`src/hdl/ard_pkg.sv`:
```
// Shared types and codes for the address region decoder.
// Used by ard_cell and address_region_decoder; depends on nothing.
package ard_pkg;

  localparam int MAX_REGIONS_DEF = 16;

  // Operation codes
  localparam logic [1:0] MODE_ADD    = 2'd0;
  localparam logic [1:0] MODE_DECODE = 2'd1;
  localparam logic [1:0] MODE_RANGE  = 2'd2;

  // Status codes
  localparam logic [1:0] ST_OK       = 2'd0;
  localparam logic [1:0] ST_OVERLAP  = 2'd1;
  localparam logic [1:0] ST_FULL     = 2'd2;
  localparam logic [1:0] ST_UNMAPPED = 2'd3;

  typedef struct packed {
    logic [1:0]  mode;
    logic [63:0] address;
    logic [63:0] length;
    logic [2:0]  region_type;
    logic [7:0]  region_id;
  } in_beat_t;

  typedef struct packed {
    logic [1:0]  status;
    logic [2:0]  found_type;
    logic [7:0]  found_id;
    logic [63:0] region_offset;
    logic [63:0] found_size;
  } out_beat_t;

  // Current item, broadcast to every cell during a walk
  typedef struct packed {
    logic [63:0] addr_a;   // decode address, range start, or new base
    logic [63:0] addr_b;   // last byte of range
    logic [63:0] new_end;  // base + size of region being added
    logic [63:0] length;
    logic [2:0]  rtype;
    logic [7:0]  rid;
  } item_t;

  // Best candidate region seen so far for one lookup
  typedef struct packed {
    logic        vld;
    logic [63:0] base;
    logic [63:0] limit;
    logic [63:0] size;
    logic [2:0]  rtype;
    logic [7:0]  rid;
  } match_t;

  // Partial result handed from cell to cell
  typedef struct packed {
    match_t a;
    match_t b;
    logic   overlap;
    logic   free_vld;
  } token_t;

endpackage

```
`src/hdl/ard_cell.sv`:
```
// One table slot of the region decoder chain: holds an entry and folds it
// into the partial result passing through. Depends on ard_pkg.
module ard_cell (
  input  logic            clk,
  input  logic            rst_n,
  input  ard_pkg::item_t  item,
  input  logic            step_in,
  input  ard_pkg::token_t tok_in,
  input  logic            commit,
  output logic            step_out,
  output ard_pkg::token_t tok_out
);

  logic            valid_r;
  logic            claim_r;
  logic            step_r;
  logic [63:0]     base_r;
  logic [63:0]     end_r;
  logic [63:0]     size_r;
  logic [2:0]      type_r;
  logic [7:0]      id_r;
  ard_pkg::token_t tok_r;
  ard_pkg::token_t tok_nxt;
  ard_pkg::match_t mine;
  logic            hit_a;
  logic            hit_b;
  logic            ovl;
  logic            claim_nxt;

  // Compare this entry against the token
  always_comb begin
    mine.vld      = 1'b1;
    mine.base     = base_r;
    mine.limit    = end_r;
    mine.size     = size_r;
    mine.rtype    = type_r;
    mine.rid      = id_r;

    // greatest base not above the address; earlier slot wins ties
    hit_a = valid_r && (base_r <= item.addr_a) &&
            (!tok_in.a.vld || (base_r > tok_in.a.base));
    hit_b = valid_r && (base_r <= item.addr_b) &&
            (!tok_in.b.vld || (base_r > tok_in.b.base));
    ovl   = valid_r && (item.addr_a < end_r) && (item.new_end > base_r);
    // first free slot in chain order claims the add
    claim_nxt = !valid_r && !tok_in.free_vld;

    tok_nxt          = tok_in;
    tok_nxt.overlap  = tok_in.overlap | ovl;
    tok_nxt.free_vld = tok_in.free_vld | !valid_r;
    if (hit_a) begin
      tok_nxt.a = mine;
    end
    if (hit_b) begin
      tok_nxt.b = mine;
    end
  end

  // Control: step marker, claim flag, entry valid
  always_ff @(posedge clk) begin
    if (!rst_n) begin
      step_r  <= 1'b0;
      claim_r <= 1'b0;
      valid_r <= 1'b0;
    end else begin
      step_r <= step_in;
      if (step_in) begin
        claim_r <= claim_nxt;
      end
      if (commit && claim_r) begin
        valid_r <= 1'b1;
      end
    end
  end

  // Payload: token stage and entry fields
  always_ff @(posedge clk) begin
    if (step_in) begin
      tok_r <= tok_nxt;
    end
    if (commit && claim_r) begin
      base_r <= item.addr_a;
      end_r  <= item.new_end;
      size_r <= item.length;
      type_r <= item.rtype;
      id_r   <= item.rid;
    end
  end

  assign step_out = step_r;
  assign tok_out  = tok_r;

endmodule

```
`config.mk`:
```
export PLATFORM = sky130hd
export DESIGN_NAME = ard_cell
export DESIGN_NICKNAME = d
export VERILOG_FILES = /design/src/hdl/ard_pkg.sv /design/src/hdl/ard_cell.sv
export SDC_FILE = /design/constraint.sdc
export NUM_CORES = 1
export LEC_CHECK = 0
export BUFFER_PORTS_ARGS = -buffer_cell sky130_fd_sc_hd__buf_2
export CAP_MARGIN = 20
export CORE_AREA = 2 2 425 427
export DETAILED_ROUTE_END_ITERATION = 8
export DIE_AREA = 0 0 427 429
export PLACE_DENSITY = 0.47
export RECOVER_POWER = 25
export SYNTH_ARGS = -nofsm -noshare
export SYNTH_HDL_FRONTEND = slang
export SYNTH_SLANG_ARGS = --single-unit
export TNS_END_PERCENT = 50
```
`constraint.sdc`:
```
create_clock -name clk -period 7.7 [get_ports clk]
set_clock_uncertainty 0.15 [all_clocks]
set_input_delay 1.54 -clock clk [delete_from_list [all_inputs] [get_ports clk]]
set_output_delay 1.54 -clock clk [all_outputs]
set_load 0.02 [all_outputs]
```
==> flow_summary.yaml <==
floorplanning:
  coreArea_um2: 178000
  rows: 155
  io_pins: 1092
  die-area_um2: 183000
  die_x_um: 427
  die_h_um: 429
  start_util: 0.187
grt:
  grt_pass1_wl_mm: 208
  grt_max_degree: 126
  track_usage: 0.165
  grt_pass1_vias: 24800
  antenna_found_initial: 57
  grt_overflow: 0
detailed_routing:
  first_pass_iters: 5
  ant_nets: 0
  drc: 0
  wl_per_cell_um: 26.1
  via_per_inst: 4.06
  wirelength_mm: 157
  vias: 24400
  drt_iter0_drc: 1317
clock_network:
  cts_buffers: 80
  postCtsHoldBufs: 0
  cts_buffer_depth: 3
  htree_levels: 3
  cts_resized: 0
  clk_pin_slew_worst_paths_ns: 0.06
  cts_sinks: 616
  post_cts.repair.setup_buffers: 0
  cts_tree: "built"
  cts_root_buf: "clkbuf_16"
  clk_latency_ns: 0.73
layout:
  area_growth_pct: 32.5
  nets: 4661
  fillers: 19100
  fin_util: 0.248
  drive_gt1_frac: 0.330
min_path:
  hp-class: "reg -> reg"
critical_path:
  cp-start-kind: "input pin"
  cp-end-kind: "flip-flop"
  critical_path_class: "in -> reg"
  crit_required_ns: 8.02
  critPathMaxFanout: 52
  cp.arrival_ns: 6.09
logic_synthesis:
  syn_avg_cell_area_um2: 13.6
  synth_cell_types: 55
  ys_top_cells_by_count: "edfxtp_1, inv_1, ha_1"
  netlist.area_leader.share: 0.553
  synth_edf_count: 613
  synth_cells: 2443
  ys_ff_latch: 616
  syn_nets: 3507
  synth_ff_type: "edfxtp_1"
  ys_seq_area_frac: 0.555
  async_flop_share: 0
  synth_most_common_cell: "edfxtp_1"
  ys.warnings.count: 0
  ys_top_cells_by_area: "edfxtp_1, ha_1, mux2_1"
  netlist_area_um2: 33300
  yosysTopAreaCell: "edfxtp_1"
sta:
  max_clock_freq_mhz: 173
  tns_ns: 0
  finalSetupViolCount: 0
  finalCritPeriodShare: 0.750
  rsz0062_at_grt: "false"
  hold_viol: 0
  tightest_slew_ns: 3.04
  whs_ns: 0.380
  max_slew_margin: -1.03
  final_max_slew_viol_count: 258
  period_needed_ns: 5.77
pwr:
  p_per_area_nw_per_um2: 203
  max-vdd-ir-drop_uv: 142
  p_leak_nw: 20.4
place:
  dp_hpwl_mm: 130
  gp_routability_congestion: 0.905
  io_buffers: 1091
outcome:
  outcome: "finished with violations"
  failed_checks: "capacitance limit, slew limit"
flow_run:
  max_cap_viol_count: 5
## power by group
group          total [mW]  switching (mW)  internal [mW]  leakage (nW)
sequential           3.97          0.0811           3.89          5.88
clock                3.80            1.69           2.12          1.24
combinational        1.17           0.718          0.451          13.3
total                8.94            2.48           6.46          20.4
## final cells by class
| cell class | instances | area, µm² | area share |
|---|---|---|---|
| flip-flops and latches | 616 | 18500 | 0.419 |
| multi-input cells | 1397 | 13100 | 0.297 |
| repair buffers | 1117 | 5570 | 0.126 |
| well taps | 2355 | 2950 | 0.0668 |
| clock buffers | 99 | 2130 | 0.0482 |
| inverters | 385 | 1450 | 0.0328 |
| clock inverters | 44 | 423 | 0.00959 |
| diodes | 15 | 37.5 | 0.000851 |
## metrics by stage
stage	instance area, µm²	setup WS [ns]	std cells	power [mW]
3_5_place_dp	41700	0.962	5870	5.24
4_1_cts	44300	1.79	6013	9.12
5_1_grt	44100	1.67	6019	9.30
2_1_floorplan	33300	0.827	2443	4.60
6_report	44100	1.93	6028	8.94
3_3_place_gp	41700	1.10	5869	5.23
## critical path: stages
cell and delay [ns]:
clkbuf_1 0.15, inv_1 0.07, ha_1 0.32, nand4_1 0.27, nor4_2 0.87, nand4_1 0.28
or3_1 0.57, nor4_1 0.37, a31oi_1 0.09, nand3b_1 0.53, buf_4 0.36, buf_12 0.22
mux2_1 0.37
## flip-flops by register name, indices dropped and copies added (netlist names)
| signal | cells |
|---|---|
| base_r | 64 |
| id_r | 8 |
| valid_r | 1 |
| tok_out | 410 |
| size_r | 64 |
| claim_r | 1 |
| step_out | 1 |
| type_r | 3 |
| end_r | 64 |
## cell usage in the layout (no fill, tap or decap), types with 14 or more instances in the layout
cell type	instances
edfxtp_1	613
diode_2	15
clkbuf_16	82
clkbuf_1	153
mux2i_1	127
nor2_1	27
ha_1	383
buf_4	14
a21oi_1	147
clkinv_2	15
buf_2	956
inv_1	385
o21ai_0	38
mux2_1	173
nand4_1	65
mux2_4	107
a21o_1	44
nand3_1	46
nand2_1	87
## routing by layer
metal,vias up,global-route usage,wire [µm]
met5,-,0,55
met3,201,0.0284,7480
met1,12000,0.186,60800
met2,823,0.315,85600
met4,8,0.0435,3540
li1,11400,-,-
## kinds of logic after synthesis
family                   synth area share
AND/OR/NAND/NOR                    0.0477
AO/OA/AOI/OAI                      0.0559
flip-flops                          0.555
multiplexers                        0.145
buffers and inverters              0.0526
adder cells (fa/ha/maj)             0.144
## path summary, 6_finish.rpt
kind,startpoint,endpoint,slack [ns],cells after the start
max,item[261],tok_out[331],1.93,13
min,claim_r,claim_r,0.38,2
max reg2reg,base_r[58],tok_out[331],2.38,11
min reg2reg,claim_r,claim_r,0.38,2
(Power assumes the default switching activity.)
